**src/design/bgg_pkg.sv**
```systemverilog
package bgg_pkg;

    localparam int MAX_BEATS = 16;
    localparam int BEAT_W    = 4;
    localparam int SUB_W     = 4;
    localparam int MEAS_W    = 16;
    localparam int FRAME_W   = 31;
    localparam int DUR_W     = 31;
    localparam int ATOM_W    = 8;
    localparam int NB_W      = 5;
    localparam int LEN_W     = 64;
    localparam int IDX_W     = 3;
    localparam int CFG_W     = 64;
    localparam int PRE_W     = 40;   // prefix sums of per-beat offsets
    localparam int PROD_W    = 47;   // measure offset times duration
    localparam int POS_W     = 49;   // full-width grid position
    localparam int NEED_W    = 42;
    localparam int DIVD_W    = 36;   // dividend / quotient width
    localparam int RADDR_W   = 5;    // prefix address 0..MAX_BEATS
    localparam int OPOS_W    = 32;
    localparam int PROM_W    = 3;
    localparam int EVEN_DIV  = 2;

    localparam logic CMD_START = 1'b0;
    localparam logic CMD_NEXT  = 1'b1;

    typedef enum logic [PROM_W-1:0] {
        PROM_SEGMENT,
        PROM_MEASURE,
        PROM_BEAT,
        PROM_EVEN,
        PROM_OTHER
    } prom_t;

    typedef enum logic [IDX_W-1:0] {
        CFG_SEG_START,
        CFG_SEG_END,
        CFG_FIRST_MEAS,
        CFG_DURATION,
        CFG_ATOMS,
        CFG_BEATS,
        CFG_LENGTHS
    } cfg_idx_t;

    typedef enum logic [4:0] {
        OP_NONE,
        OP_LOAD,
        OP_RF_DIV,
        OP_RF_ACC,
        OP_ADV,
        OP_NX_DIV,
        OP_NX_POS,
        OP_NX_END,
        OP_OM_DIV,
        OP_OM_NEED,
        OP_K_DIV,
        OP_K_SET,
        OP_K_ZERO,
        OP_BASE,
        OP_BEAT_INC,
        OP_S_DIV,
        OP_S_NEXT,
        OP_FOUND,
        OP_RESTART
    } op_t;

    typedef enum logic [4:0] {
        ST_IDLE,
        ST_DISPATCH,
        ST_RF_DIV,
        ST_RF_WAIT,
        ST_ADV,
        ST_NX_DIV,
        ST_NX_WAIT,
        ST_NX_END,
        ST_OM_DIV,
        ST_OM_WAIT,
        ST_NEED_CHK,
        ST_K_DIV,
        ST_K_WAIT,
        ST_BASE,
        ST_SCAN,
        ST_S_DIV,
        ST_S_WAIT,
        ST_FAIL,
        ST_DONE
    } state_t;

    typedef struct packed {
        logic [FRAME_W-1:0] seg_start;
        logic [FRAME_W-1:0] seg_end;
        logic [MEAS_W-1:0]  first_measure;
        logic [DUR_W-1:0]   duration;
        logic [ATOM_W-1:0]  atom_count;
        logic [NB_W-1:0]    beats;
        logic [LEN_W-1:0]   lengths;
    } cfg_t;

    typedef struct packed {
        logic dirty;
        logic is_next;
        logic div_done;
        logic rf_last;
        logic need_pos;
        logic dur_zero;
        logic k_ovf;
        logic beat_past;
        logic beat_last;
        logic hit;
        logic sub_last;
    } stat_t;

    typedef struct packed {
        logic [OPOS_W-1:0] position;
        prom_t             prominence;
        logic [MEAS_W-1:0] measure;
        logic [BEAT_W-1:0] beat;
        logic [SUB_W-1:0]  subdiv;
        logic              crossed;
    } res_t;

    // beat length, zero read as one
    function automatic logic [SUB_W-1:0] blen(input logic [LEN_W-1:0] lens,
                                              input logic [BEAT_W-1:0] b);
        logic [SUB_W-1:0] l;
        l = lens[b*SUB_W +: SUB_W];
        return (l == '0) ? SUB_W'(1) : l;
    endfunction

    function automatic logic [NB_W-1:0] nbeats(input logic [NB_W-1:0] n);
        logic [NB_W-1:0] r;
        r = n;
        if (n == '0)
            r = NB_W'(1);
        else if (n > NB_W'(MAX_BEATS))
            r = NB_W'(MAX_BEATS);
        return r;
    endfunction

    function automatic logic [ATOM_W-1:0] atoms(input logic [ATOM_W-1:0] a);
        return (a == '0) ? ATOM_W'(1) : a;
    endfunction

endpackage

```
**src/design/bgg_div.sv**
```systemverilog
module bgg_div (
    input  logic                       clk,
    input  logic                       rst_n,
    input  logic                       start,
    input  logic [bgg_pkg::DIVD_W-1:0] dividend,
    input  logic [bgg_pkg::DUR_W-1:0]  divisor,
    output logic                       done,
    output logic [bgg_pkg::DIVD_W-1:0] quotient
);
    import bgg_pkg::*;

    localparam int CNT_W = $clog2(DIVD_W + 1);

    logic              busy_reg, busy_next;
    logic              done_reg, done_next;
    logic [CNT_W-1:0]  cnt_reg, cnt_next;
    logic [DUR_W-1:0]  rem_reg, rem_next;
    logic [DUR_W-1:0]  dvs_reg, dvs_next;
    logic [DIVD_W-1:0] quo_reg, quo_next;
    logic [DUR_W+1:0]  diff_c;

    // one restoring step per cycle
    assign diff_c = {1'b0, rem_reg, quo_reg[DIVD_W-1]} - {2'b00, dvs_reg};

    always_comb
    begin
        busy_next = busy_reg;
        done_next = 1'b0;
        cnt_next  = cnt_reg;
        rem_next  = rem_reg;
        dvs_next  = dvs_reg;
        quo_next  = quo_reg;
        if (start)
        begin
            busy_next = 1'b1;
            cnt_next  = CNT_W'(DIVD_W);
            rem_next  = '0;
            dvs_next  = divisor;
            quo_next  = dividend;
        end
        else if (busy_reg)
        begin
            if (!diff_c[DUR_W+1])
            begin
                rem_next = diff_c[DUR_W-1:0];
                quo_next = {quo_reg[DIVD_W-2:0], 1'b1};
            end
            else
            begin
                rem_next = {rem_reg[DUR_W-2:0], quo_reg[DIVD_W-1]};
                quo_next = {quo_reg[DIVD_W-2:0], 1'b0};
            end
            cnt_next = cnt_reg - CNT_W'(1);
            if (cnt_reg == CNT_W'(1))
            begin
                busy_next = 1'b0;
                done_next = 1'b1;
            end
        end
    end

    always_ff @(posedge clk or negedge rst_n)
    begin
        if (!rst_n)
        begin
            busy_reg <= 1'b0;
            done_reg <= 1'b0;
            cnt_reg  <= '0;
        end
        else
        begin
            busy_reg <= busy_next;
            done_reg <= done_next;
            cnt_reg  <= cnt_next;
        end
    end

    always_ff @(posedge clk)
    begin
        rem_reg <= rem_next;
        dvs_reg <= dvs_next;
        quo_reg <= quo_next;
    end

    assign done     = done_reg;
    assign quotient = quo_reg;

endmodule

```
**src/design/bgg_dp.sv**
```systemverilog
module bgg_dp (
    input  logic                        clk,
    input  logic                        rst_n,
    input  bgg_pkg::cfg_t               cfg,
    input  logic                        cfg_wr,
    input  logic                        in_cmd,
    input  logic [bgg_pkg::FRAME_W-1:0] in_sf,
    input  bgg_pkg::op_t                op,
    output bgg_pkg::stat_t              stat,
    output bgg_pkg::res_t               res
);
    import bgg_pkg::*;

    // mem[i] holds the offset of beat i+1 from the measure start
    logic [PRE_W-1:0]   mem [0:MAX_BEATS-1];

    logic [MEAS_W-1:0]  meas_reg, meas_next;
    logic [BEAT_W-1:0]  beat_reg, beat_next;
    logic [SUB_W-1:0]   sub_reg, sub_next;
    logic               dirty_reg, dirty_next;
    logic [BEAT_W-1:0]  idx_reg, idx_next;
    logic [SUB_W-1:0]   s_reg, s_next;

    logic               cmd_reg;
    logic [FRAME_W-1:0] sf_reg;
    logic               crossed_reg;
    logic [PRE_W-1:0]   acc_reg;
    logic [PRE_W-1:0]   pre_rd_reg;
    logic [PRE_W-1:0]   lo_reg;
    logic [NEED_W-1:0]  need_reg;
    logic [MEAS_W-1:0]  k_reg;
    logic [PROD_W-1:0]  prod_reg;
    logic [POS_W-1:0]   base_reg;
    logic [POS_W-1:0]   pos_reg;

    logic [NB_W-1:0]    nb_c;
    logic [BEAT_W-1:0]  last_beat_c;
    logic [SUB_W-1:0]   mop_c;
    logic [DUR_W+SUB_W-1:0] dm_c;
    logic [DIVD_W-1:0]  dividend_c;
    logic [DUR_W-1:0]   divisor_c;
    logic               div_start_c;
    logic               div_done;
    logic [DIVD_W-1:0]  q_c;
    logic [MEAS_W-1:0]  mul_a_c;
    logic [PROD_W-1:0]  mul_c;
    logic               rd_en_c;
    logic [RADDR_W-1:0] rd_addr_c;
    logic [BEAT_W-1:0]  rd_mem_c;
    logic [POS_W-1:0]   nx_pos_c;
    logic [POS_W-1:0]   pt_c;
    logic [POS_W-1:0]   past_c;
    logic [NEED_W-1:0]  need_c;
    logic [SUB_W-1:0]   len_beat_c;
    logic [SUB_W-1:0]   len_idx_c;
    prom_t              prom_c;

    assign nb_c        = nbeats(cfg.beats);
    assign last_beat_c = BEAT_W'(nb_c - NB_W'(1));
    assign len_beat_c  = blen(cfg.lengths, beat_reg);
    assign len_idx_c   = blen(cfg.lengths, idx_reg);

    // divider operand selection
    always_comb
    begin
        case (op)
            OP_RF_DIV: mop_c = len_idx_c;
            OP_NX_DIV: mop_c = sub_reg;
            OP_OM_DIV: mop_c = blen(cfg.lengths, last_beat_c) - SUB_W'(1);
            OP_S_DIV:  mop_c = s_reg;
            default:   mop_c = '0;
        endcase
    end

    assign dm_c        = (DUR_W+SUB_W)'(cfg.duration) * (DUR_W+SUB_W)'(mop_c);
    assign div_start_c = (op == OP_RF_DIV) || (op == OP_NX_DIV) || (op == OP_OM_DIV)
                      || (op == OP_K_DIV)  || (op == OP_S_DIV);
    assign dividend_c  = (op == OP_K_DIV)
                       ? DIVD_W'(need_reg[DUR_W:0]) + DIVD_W'(cfg.duration) - DIVD_W'(1)
                       : DIVD_W'(dm_c);
    assign divisor_c   = (op == OP_K_DIV) ? cfg.duration : DUR_W'(atoms(cfg.atom_count));

    bgg_div u_div (
        .clk      (clk),
        .rst_n    (rst_n),
        .start    (div_start_c),
        .dividend (dividend_c),
        .divisor  (divisor_c),
        .done     (div_done),
        .quotient (q_c)
    );

    // measure offset times duration, shared by next and search paths
    assign mul_a_c = (op == OP_BASE) ? k_reg : (meas_reg - cfg.first_measure);
    assign mul_c   = PROD_W'(mul_a_c) * PROD_W'(cfg.duration);

    // prefix read port
    always_comb
    begin
        rd_en_c   = 1'b1;
        rd_addr_c = '0;
        case (op)
            OP_NX_DIV:   rd_addr_c = RADDR_W'(beat_reg);
            OP_OM_DIV:   rd_addr_c = RADDR_W'(last_beat_c);
            OP_BASE:     rd_addr_c = RADDR_W'(1);
            OP_BEAT_INC: rd_addr_c = RADDR_W'(idx_reg) + RADDR_W'(2);
            default:     rd_en_c   = 1'b0;
        endcase
    end
    assign rd_mem_c = BEAT_W'(rd_addr_c - RADDR_W'(1));

    always_ff @(posedge clk)
    begin
        if (op == OP_RF_ACC)
            mem[idx_reg] <= acc_reg + PRE_W'(q_c);
        if (rd_en_c)
            pre_rd_reg <= (rd_addr_c == '0) ? '0 : mem[rd_mem_c];
    end

    assign nx_pos_c = POS_W'(cfg.seg_start) + POS_W'(prod_reg) + POS_W'(pre_rd_reg)
                    + POS_W'(q_c);
    assign pt_c     = base_reg + POS_W'(lo_reg) + POS_W'(q_c);
    assign past_c   = base_reg + POS_W'(pre_rd_reg);
    assign need_c   = NEED_W'(sf_reg) - NEED_W'(cfg.seg_start) - NEED_W'(pre_rd_reg)
                    - NEED_W'(q_c);

    // counters and control state
    always_comb
    begin
        meas_next  = meas_reg;
        beat_next  = beat_reg;
        sub_next   = sub_reg;
        dirty_next = dirty_reg;
        idx_next   = idx_reg;
        s_next     = s_reg;
        case (op)
            OP_LOAD:
            begin
                idx_next = '0;
            end
            OP_RF_ACC:
            begin
                idx_next = idx_reg + BEAT_W'(1);
                if (idx_reg == BEAT_W'(MAX_BEATS - 1))
                    dirty_next = 1'b0;
            end
            OP_ADV:
            begin
                if ({1'b0, sub_reg} + 5'd1 >= {1'b0, len_beat_c})
                begin
                    sub_next = '0;
                    if (NB_W'(beat_reg) + NB_W'(1) >= nb_c)
                    begin
                        beat_next = '0;
                        meas_next = meas_reg + MEAS_W'(1);
                    end
                    else
                        beat_next = beat_reg + BEAT_W'(1);
                end
                else
                    sub_next = sub_reg + SUB_W'(1);
            end
            OP_NX_END:
            begin
                if ((cfg.seg_start != cfg.seg_end) && (pos_reg >= POS_W'(cfg.seg_end)))
                begin
                    meas_next = cfg.first_measure;
                    beat_next = '0;
                    sub_next  = '0;
                end
            end
            OP_BASE:
            begin
                idx_next = '0;
                s_next   = '0;
            end
            OP_BEAT_INC:
            begin
                idx_next = idx_reg + BEAT_W'(1);
                s_next   = '0;
            end
            OP_S_NEXT:
            begin
                s_next = s_reg + SUB_W'(1);
            end
            OP_FOUND:
            begin
                meas_next = cfg.first_measure + k_reg;
                beat_next = idx_reg;
                sub_next  = s_reg;
            end
            OP_RESTART:
            begin
                meas_next = cfg.first_measure;
                beat_next = '0;
                sub_next  = '0;
            end
            default:
            begin
            end
        endcase
        if (cfg_wr)
            dirty_next = 1'b1;
    end

    always_ff @(posedge clk or negedge rst_n)
    begin
        if (!rst_n)
        begin
            meas_reg  <= '0;
            beat_reg  <= '0;
            sub_reg   <= '0;
            dirty_reg <= 1'b1;
            idx_reg   <= '0;
            s_reg     <= '0;
        end
        else
        begin
            meas_reg  <= meas_next;
            beat_reg  <= beat_next;
            sub_reg   <= sub_next;
            dirty_reg <= dirty_next;
            idx_reg   <= idx_next;
            s_reg     <= s_next;
        end
    end

    // working values
    always_ff @(posedge clk)
    begin
        case (op)
            OP_LOAD:
            begin
                cmd_reg     <= in_cmd;
                sf_reg      <= in_sf;
                crossed_reg <= 1'b0;
                acc_reg     <= '0;
            end
            OP_RF_ACC:   acc_reg  <= acc_reg + PRE_W'(q_c);
            OP_NX_DIV:   prod_reg <= mul_c;
            OP_NX_POS:   pos_reg  <= nx_pos_c;
            OP_NX_END:
            begin
                if ((cfg.seg_start != cfg.seg_end) && (pos_reg >= POS_W'(cfg.seg_end)))
                begin
                    pos_reg     <= POS_W'(cfg.seg_start);
                    crossed_reg <= 1'b1;
                end
            end
            OP_OM_NEED:  need_reg <= need_c;
            OP_K_SET:    k_reg    <= q_c[MEAS_W-1:0];
            OP_K_ZERO:   k_reg    <= '0;
            OP_BASE:
            begin
                base_reg <= POS_W'(cfg.seg_start) + POS_W'(mul_c);
                lo_reg   <= '0;
            end
            OP_BEAT_INC: lo_reg   <= pre_rd_reg;
            OP_FOUND:    pos_reg  <= pt_c;
            OP_RESTART:
            begin
                pos_reg     <= POS_W'(cfg.seg_start);
                crossed_reg <= 1'b0;
            end
            default:
            begin
            end
        endcase
    end

    always_comb
    begin
        if ((meas_reg == cfg.first_measure) && (beat_reg == '0) && (sub_reg == '0))
            prom_c = PROM_SEGMENT;
        else if ((sub_reg == '0) && (beat_reg == '0))
            prom_c = PROM_MEASURE;
        else if (sub_reg == '0)
            prom_c = PROM_BEAT;
        else if ((len_beat_c % EVEN_DIV == 0) && (sub_reg % EVEN_DIV == 0))
            prom_c = PROM_EVEN;
        else
            prom_c = PROM_OTHER;
    end

    always_comb
    begin
        stat.dirty     = dirty_reg;
        stat.is_next   = (cmd_reg == CMD_NEXT);
        stat.div_done  = div_done;
        stat.rf_last   = (idx_reg == BEAT_W'(MAX_BEATS - 1));
        stat.need_pos  = !need_reg[NEED_W-1] && (need_reg != '0);
        stat.dur_zero  = (cfg.duration == '0);
        stat.k_ovf     = (q_c[DIVD_W-1:MEAS_W] != '0);
        stat.beat_past = past_c < POS_W'(sf_reg);
        stat.beat_last = (NB_W'(idx_reg) + NB_W'(1) >= nb_c);
        stat.hit       = pt_c >= POS_W'(sf_reg);
        stat.sub_last  = ({1'b0, s_reg} + 5'd1 >= {1'b0, len_idx_c});
    end

    assign res.position   = pos_reg[OPOS_W-1:0];
    assign res.prominence = prom_c;
    assign res.measure    = meas_reg;
    assign res.beat       = beat_reg;
    assign res.subdiv     = sub_reg;
    assign res.crossed    = crossed_reg;

endmodule

```
**src/design/bgg_ctrl.sv**
```systemverilog
module bgg_ctrl (
    input  logic           clk,
    input  logic           rst_n,
    input  logic           in_valid,
    output logic           in_ready,
    input  logic           out_free,
    output logic           out_load,
    input  bgg_pkg::stat_t stat,
    output bgg_pkg::op_t   op
);
    import bgg_pkg::*;

    state_t state_reg, state_next;

    always_comb
    begin
        state_next = state_reg;
        case (state_reg)
            ST_IDLE:     if (in_valid) state_next = ST_DISPATCH;
            ST_DISPATCH:
            begin
                if (stat.dirty)
                    state_next = ST_RF_DIV;
                else if (stat.is_next)
                    state_next = ST_ADV;
                else
                    state_next = ST_OM_DIV;
            end
            ST_RF_DIV:   state_next = ST_RF_WAIT;
            ST_RF_WAIT:
                if (stat.div_done)
                    state_next = stat.rf_last ? ST_DISPATCH : ST_RF_DIV;
            ST_ADV:      state_next = ST_NX_DIV;
            ST_NX_DIV:   state_next = ST_NX_WAIT;
            ST_NX_WAIT:  if (stat.div_done) state_next = ST_NX_END;
            ST_NX_END:   state_next = ST_DONE;
            ST_OM_DIV:   state_next = ST_OM_WAIT;
            ST_OM_WAIT:  if (stat.div_done) state_next = ST_NEED_CHK;
            ST_NEED_CHK:
            begin
                if (!stat.need_pos)
                    state_next = ST_BASE;
                else if (stat.dur_zero)
                    state_next = ST_FAIL;
                else
                    state_next = ST_K_DIV;
            end
            ST_K_DIV:    state_next = ST_K_WAIT;
            ST_K_WAIT:
                if (stat.div_done)
                    state_next = stat.k_ovf ? ST_FAIL : ST_BASE;
            ST_BASE:     state_next = ST_SCAN;
            ST_SCAN:
            begin
                if (!stat.beat_past)
                    state_next = ST_S_DIV;
                else if (stat.beat_last)
                    state_next = ST_FAIL;
            end
            ST_S_DIV:    state_next = ST_S_WAIT;
            ST_S_WAIT:
            begin
                if (stat.div_done)
                begin
                    if (stat.hit)
                        state_next = ST_DONE;
                    else if (!stat.sub_last)
                        state_next = ST_S_DIV;
                    else if (stat.beat_last)
                        state_next = ST_FAIL;
                    else
                        state_next = ST_SCAN;
                end
            end
            ST_FAIL:     state_next = ST_DONE;
            ST_DONE:     if (out_free) state_next = ST_IDLE;
            default:     state_next = ST_IDLE;
        endcase
    end

    always_comb
    begin
        op       = OP_NONE;
        in_ready = 1'b0;
        out_load = 1'b0;
        case (state_reg)
            ST_IDLE:
            begin
                in_ready = 1'b1;
                if (in_valid)
                    op = OP_LOAD;
            end
            ST_RF_DIV:   op = OP_RF_DIV;
            ST_RF_WAIT:  if (stat.div_done) op = OP_RF_ACC;
            ST_ADV:      op = OP_ADV;
            ST_NX_DIV:   op = OP_NX_DIV;
            ST_NX_WAIT:  if (stat.div_done) op = OP_NX_POS;
            ST_NX_END:   op = OP_NX_END;
            ST_OM_DIV:   op = OP_OM_DIV;
            ST_OM_WAIT:  if (stat.div_done) op = OP_OM_NEED;
            ST_NEED_CHK: if (!stat.need_pos) op = OP_K_ZERO;
            ST_K_DIV:    op = OP_K_DIV;
            ST_K_WAIT:   if (stat.div_done && !stat.k_ovf) op = OP_K_SET;
            ST_BASE:     op = OP_BASE;
            ST_SCAN:     if (stat.beat_past && !stat.beat_last) op = OP_BEAT_INC;
            ST_S_DIV:    op = OP_S_DIV;
            ST_S_WAIT:
            begin
                if (stat.div_done)
                begin
                    if (stat.hit)
                        op = OP_FOUND;
                    else if (!stat.sub_last)
                        op = OP_S_NEXT;
                    else if (!stat.beat_last)
                        op = OP_BEAT_INC;
                end
            end
            ST_FAIL:     op = OP_RESTART;
            ST_DONE:     out_load = out_free;
            default:     op = OP_NONE;
        endcase
    end

    always_ff @(posedge clk or negedge rst_n)
    begin
        if (!rst_n)
            state_reg <= ST_IDLE;
        else
            state_reg <= state_next;
    end

endmodule

```
**src/design/beat_grid_generator_top.sv**
```systemverilog
// Beat grid generator: one tempo segment with per-beat subdivision counts.
// A next item runs one 36-step divide for the subdivision offset; a start item runs
//   one divide for the last point, a measure divide when the origin lies past the
//   first measure, one per subdivision scanned, and skips beats without a divide.
// After any config write the first item first rebuilds the 16 per-beat offsets with
//   the same divider. One item in flight at a time.
// Reset (rst_n low, async): counters to zero, config to defaults, output empty.
module beat_grid_generator_top (
    input  logic        clk,
    input  logic        rst_n,
    // config write port
    input  logic        cfg_we,
    input  logic [2:0]  cfg_index,
    input  logic [63:0] cfg_data,
    // input items
    input  logic        s_tvalid,
    output logic        s_tready,
    input  logic [31:0] s_tdata,   // [30:0] search origin, [31] zero
    input  logic        s_tuser,   // cmd: 0 start search, 1 next point
    // result items
    output logic        m_tvalid,
    input  logic        m_tready,
    output logic [55:0] m_tdata,   // [31:0] position, [47:32] measure_number,
                                   // [51:48] beat_number, [55:52] subdiv_number
    output logic [3:0]  m_tuser    // [2:0] prominence, [3] segment_crossed
);
    import bgg_pkg::*;

    cfg_t   cfg_reg, cfg_next;
    op_t    op;
    stat_t  stat;
    res_t   res;
    logic   in_ready;
    logic   out_free;
    logic   out_load;
    logic   m_valid_reg, m_valid_next;
    res_t   m_res_reg;

    // config registers; written by user only while no item in flight; unenforced
    always_comb
    begin
        cfg_next = cfg_reg;
        if (cfg_we)
        begin
            case (cfg_idx_t'(cfg_index))
                CFG_SEG_START:  cfg_next.seg_start     = cfg_data[FRAME_W-1:0];
                CFG_SEG_END:    cfg_next.seg_end       = cfg_data[FRAME_W-1:0];
                CFG_FIRST_MEAS: cfg_next.first_measure = cfg_data[MEAS_W-1:0];
                CFG_DURATION:   cfg_next.duration      = cfg_data[DUR_W-1:0];
                CFG_ATOMS:      cfg_next.atom_count    = cfg_data[ATOM_W-1:0];
                CFG_BEATS:      cfg_next.beats         = cfg_data[NB_W-1:0];
                CFG_LENGTHS:    cfg_next.lengths       = cfg_data[LEN_W-1:0];
                default:        cfg_next = cfg_reg;
            endcase
        end
    end

    always_ff @(posedge clk or negedge rst_n)
    begin
        if (!rst_n)
        begin
            cfg_reg.seg_start     <= '0;
            cfg_reg.seg_end       <= '0;
            cfg_reg.first_measure <= '0;
            cfg_reg.duration      <= DUR_W'(96000);
            cfg_reg.atom_count    <= ATOM_W'(16);
            cfg_reg.beats         <= NB_W'(4);
            cfg_reg.lengths       <= 64'h4444_4444_4444_4444;
        end
        else
            cfg_reg <= cfg_next;
    end

    // sequencer: one FSM stepping the datapath op by op
    bgg_ctrl u_ctrl (
        .clk      (clk),
        .rst_n    (rst_n),
        .in_valid (s_tvalid),
        .in_ready (in_ready),
        .out_free (out_free),
        .out_load (out_load),
        .stat     (stat),
        .op       (op)
    );

    // counters, prefix table, shared divider and position adders
    bgg_dp u_dp (
        .clk    (clk),
        .rst_n  (rst_n),
        .cfg    (cfg_reg),
        .cfg_wr (cfg_we),
        .in_cmd (s_tuser),
        .in_sf  (s_tdata[FRAME_W-1:0]),
        .op     (op),
        .stat   (stat),
        .res    (res)
    );

    assign s_tready = in_ready;

    // output register: the next item can be taken while a result waits here
    assign out_free = !m_valid_reg || m_tready;

    always_comb
    begin
        m_valid_next = m_valid_reg;
        if (out_load)
            m_valid_next = 1'b1;
        else if (m_tready)
            m_valid_next = 1'b0;
    end

    always_ff @(posedge clk or negedge rst_n)
    begin
        if (!rst_n)
            m_valid_reg <= 1'b0;
        else
            m_valid_reg <= m_valid_next;
    end

    always_ff @(posedge clk)
    begin
        if (out_load)
            m_res_reg <= res;
    end

    assign m_tvalid = m_valid_reg;
    assign m_tdata  = {m_res_reg.subdiv, m_res_reg.beat, m_res_reg.measure,
                       m_res_reg.position};
    assign m_tuser  = {m_res_reg.crossed, m_res_reg.prominence};

endmodule

```
**config.mk**
```make
export PLATFORM = sky130hd
export DESIGN_NAME = beat_grid_generator_top
export DESIGN_NICKNAME = d
export VERILOG_FILES = /design/src/design/bgg_pkg.sv /design/src/design/bgg_div.sv /design/src/design/bgg_dp.sv /design/src/design/bgg_ctrl.sv /design/src/design/beat_grid_generator_top.sv
export SDC_FILE = /design/constraint.sdc
export NUM_CORES = 2
export LEC_CHECK = 0
export ABC_CLOCK_PERIOD_IN_PS = 33100
export BUFFER_PORTS_ARGS = -buffer_cell sky130_fd_sc_hd__buf_4
export CORE_MARGIN = 5
export CORE_UTILIZATION = 70
export CTS_BUF_LIST = sky130_fd_sc_hd__clkbuf_4 sky130_fd_sc_hd__clkbuf_8 sky130_fd_sc_hd__clkbuf_16
export CTS_CLUSTER_DIAMETER = 100
export DETAILED_ROUTE_END_ITERATION = 10
export PLACE_DENSITY = 0.87
export SETUP_SLACK_MARGIN = 0.5
export SLEW_MARGIN = 20
export SYNTH_ARGS = -nofsm -noshare
export SYNTH_HDL_FRONTEND = slang
export SYNTH_SLANG_ARGS = --single-unit
```
**constraint.sdc**
```tcl
create_clock -name clk -period 33.1 [get_ports clk]
set_input_delay 9.93 -clock clk [delete_from_list [all_inputs] [get_ports clk]]
set_output_delay 9.93 -clock clk [all_outputs]
set_load 0.1 [all_outputs]
```
==> flow_metrics.py <==
metrics = {
    "status": {
        "outcome": "finished clean",
    },
    "critical_path": {
        "slowest_stage": "buf_4",
        "cp.required_ns": 33.62,
        "crit_path_cell_trace": "buf_4, and2_2, buf_4, a2111o_1, nand2b_1, inv_1, o211a_1, buf_4, a21oi_4, buf_12, ha_4, buf_4, buf_4, mux4_2, a22oi_1, mux2i_1",
        "r2r_cells": 44,
        "slowest_delay_ns": 0.87,
        "crit_fanout": 116,
        "worstSetupPathType": "primary input to flop",
        "reg2reg_from": "cfg_reg[109]",
        "cp_data_arrival_time_ns": 15.98,
        "r2r-end": "u_dp.base_reg[41]",
        "crit_path_start_kind": "primary input",
        "critPathCaptureType": "flop",
        "r2r_slack_ns": 19.12,
        "path_common_cell": "buf_4",
    },
    "placed_design": {
        "dp_slack_ns": 17.20,
        "dp_hpwl_um": 225000,
        "place_area_um2": 104100,
        "routabilityCongestion": 1.042,
        "io_buffers": 165,
        "placed_cells": 10954,
    },
    "yosys": {
        "postSynthCellCount": 9097,
        "synth.distinct_cells": 109,
        "ys_seq_area_frac": 0.3998,
        "synth_top_family_by_area": "adder cells",
        "synth_top_area_cell": "edfxtp_1",
        "synth_async_sr_flop_share": 0.1681,
        "synth-xor-area-share": 0.04182,
        "yosys.area.top_type_share": 0.3353,
        "ys_ff_latch": 1386,
        "synth_mux_area_frac": 0.07258,
        "syn_nets": 10464,
        "synth.most_common_cell": "edfxtp_1",
        "synthTopCellsByArea": "edfxtp_1, fa_1, ha_1",
        "yosysWarnings": 0,
        "synth_fa_ha_area_frac": 0.2005,
        "synthFlopType": "edfxtp_1",
        "synth_common_cells": "edfxtp_1, inv_1, nand2_1",
        "yosys.area_share.simple": 0.1209,
        "synth_compound_area_frac": 0.1119,
        "synth_edf_count": 1122,
        "avgSynthCellArea_um2": 11.05,
        "syn_area_um2": 100500,
    },
    "grt": {
        "antenna_found_initial": 22,
        "grt_usage": 0.4210,
        "grt_max_degree": 117,
        "overflow": 0,
        "grt_pass1_vias": 78419,
        "grt_first_pass_wirelength_um": 478900,
    },
    "hold_path": {
        "hold_path_class": "flop to flop",
        "hp-start": "u_dp.pos_reg[21]",
        "hold_path_depth": 0,
        "hold_path_end": "m_tdata[21]",
    },
    "die": {
        "ios": 167,
        "dieWidth_um": 388.9,
        "fp.dieH_um": 388.9,
        "fp.coreArea_um2": 143100,
        "row_count": 139,
        "dieArea_um2": 151200,
        "initial_core_util": 0.7021,
    },
    "sta": {
        "relSlewSlack": 0.1816,
        "worst_pin_slew_ns": 1.223,
        "fin_skew_ns": 0.09429,
        "rsz0062_at_grt": "false",
        "setup_viol": 0,
        "fin_crit_sh": 0.4670,
        "slew_violations": 0,
        "final-hold-violation-count": 0,
        "clock.fmax_mhz": 64.69,
        "setup_tns_ns": 0,
        "finalWorstSetupSlack_ns": 17.64,
        "period_needed_ns": 15.46,
    },
    "route": {
        "wl_per_cell_um": 29.10,
        "drt_iter0_drc": 10030,
        "vias": 78244,
        "drtAntennaViolNets": 0,
        "via_per_inst": 6.961,
        "wl_um": 327100,
        "drtPass1Iterations": 9,
        "drc": 0,
    },
    "clock_network": {
        "clkLatencyLatePin_ns": 0.85,
        "cts_root_buf": "clkbuf_16",
        "clock_sinks": 1386,
        "cts_resized": 0,
        "ctsHoldBuffers": 0,
        "cts_buffers": 148,
        "cts_setup_buffers": 0,
        "cts_tree": "built",
        "htree_num_levels": 4,
        "clk_pin_slew_worst_paths_ns": 0.07,
        "clk_path_buf_depth": 3,
    },
    "layout": {
        "postLayoutCellArea_um2": 109500,
        "fin_nets": 10570,
        "largest_reg_flops": 640,
        "stdcell_count": 11240,
        "drive_above_1_share": 0.1116,
        "syn2layout_area_growth_pct": 8.995,
    },
    "flow_run": {
        "maxCapViolCount": 0,
    },
}
critical path: cells and delay by family:
family	cells	cell delay [ns]
multiplexers	2	0.62
adder cells (fa/ha/maj)	1	0.80
AO/OA/AOI/OAI	4	1.13
buffers and inverters	7	2.92
AND/OR/NAND/NOR	2	0.31
cells by family after synthesis:
group,Yosys count
buffers and inverters,1364
XOR/XNOR,479
flip-flops,1386
multiplexers,425
AO/OA/AOI/OAI,1726
adder cells (fa/ha/maj),1262
AND/OR/NAND/NOR,2455
per-layer routing:
metal	vias to the layer above	track usage	routed length, µm
li1	32581	-	-
met4	16	0.2615	27440
met2	6094	0.6528	144900
met3	1607	0.1157	46140
met5	-	0	104
met1	37946	0.5298	108600
cell type report:
type                    count  area, µm²
clock buffers             177       3970
flip-flops and latches   1386      40180
clock inverters            97       1225
repair buffers            312       2386
well taps                1903       2381
multi-input cells        6347      55580
diodes                     10      25.02
fillers                  8576      33600
inverters                1008       3785
through the flow:
stage	utilization	hold WS [ns]
2_1_floorplan	-	0.4003
3_3_place_gp	0.7270	0.4626
3_5_place_dp	0.7270	0.4639
4_1_cts	0.7633	0.4810
5_1_grt	0.7651	0.4984
6_report	0.7652	0.4872
worst max path at each step:
stage	from	cells past startpoint	slack (ns)	to
2_1_floorplan	s_tvalid	6	18.45	u_dp.idx_reg[0]
3_3_place_gp	s_tvalid	16	17.35	u_dp.pre_rd_reg[34]
3_5_place_dp	s_tvalid	16	17.20	u_dp.pre_rd_reg[30]
4_1_cts	s_tvalid	16	17.83	u_dp.pre_rd_reg[37]
5_1_grt	s_tvalid	16	17.51	u_dp.pre_rd_reg[25]
6_report	s_tvalid	16	17.64	u_dp.pre_rd_reg[37]
cell usage in the layout (no fill, tap or decap), drive strengths merged, types with 63 or more instances in the layout:
| cell | netlist | routed |
|---|---|---|
| buf | 46 | 312 |
| fa | 581 | 581 |
| nand2b | 80 | 80 |
| dfrtp | 207 | 207 |
| nand3 | 148 | 148 |
| nor2b | 77 | 77 |
| and2 | 374 | 374 |
| inv | 1008 | 1012 |
| mux4 | 219 | 219 |
| xnor2 | 269 | 269 |
| a211oi | 85 | 85 |
| o21a | 68 | 68 |
| and3 | 69 | 69 |
| clkinv | 0 | 63 |
| o21ai | 372 | 372 |
| nand2 | 886 | 886 |
| clkbuf | 310 | 177 |
| nand4 | 70 | 70 |
| a22oi | 118 | 118 |
| ha | 681 | 681 |
| nor3 | 151 | 151 |
| a21oi | 463 | 463 |
| a21o | 159 | 159 |
| nor2 | 346 | 346 |
| xor2 | 210 | 210 |
| edfxtp | 1122 | 1122 |
| mux2 | 119 | 119 |
| mux2i | 87 | 87 |
Power is not shown: default switching activity piles up to over one toggle a cycle in this logic, so the estimate is an artifact.
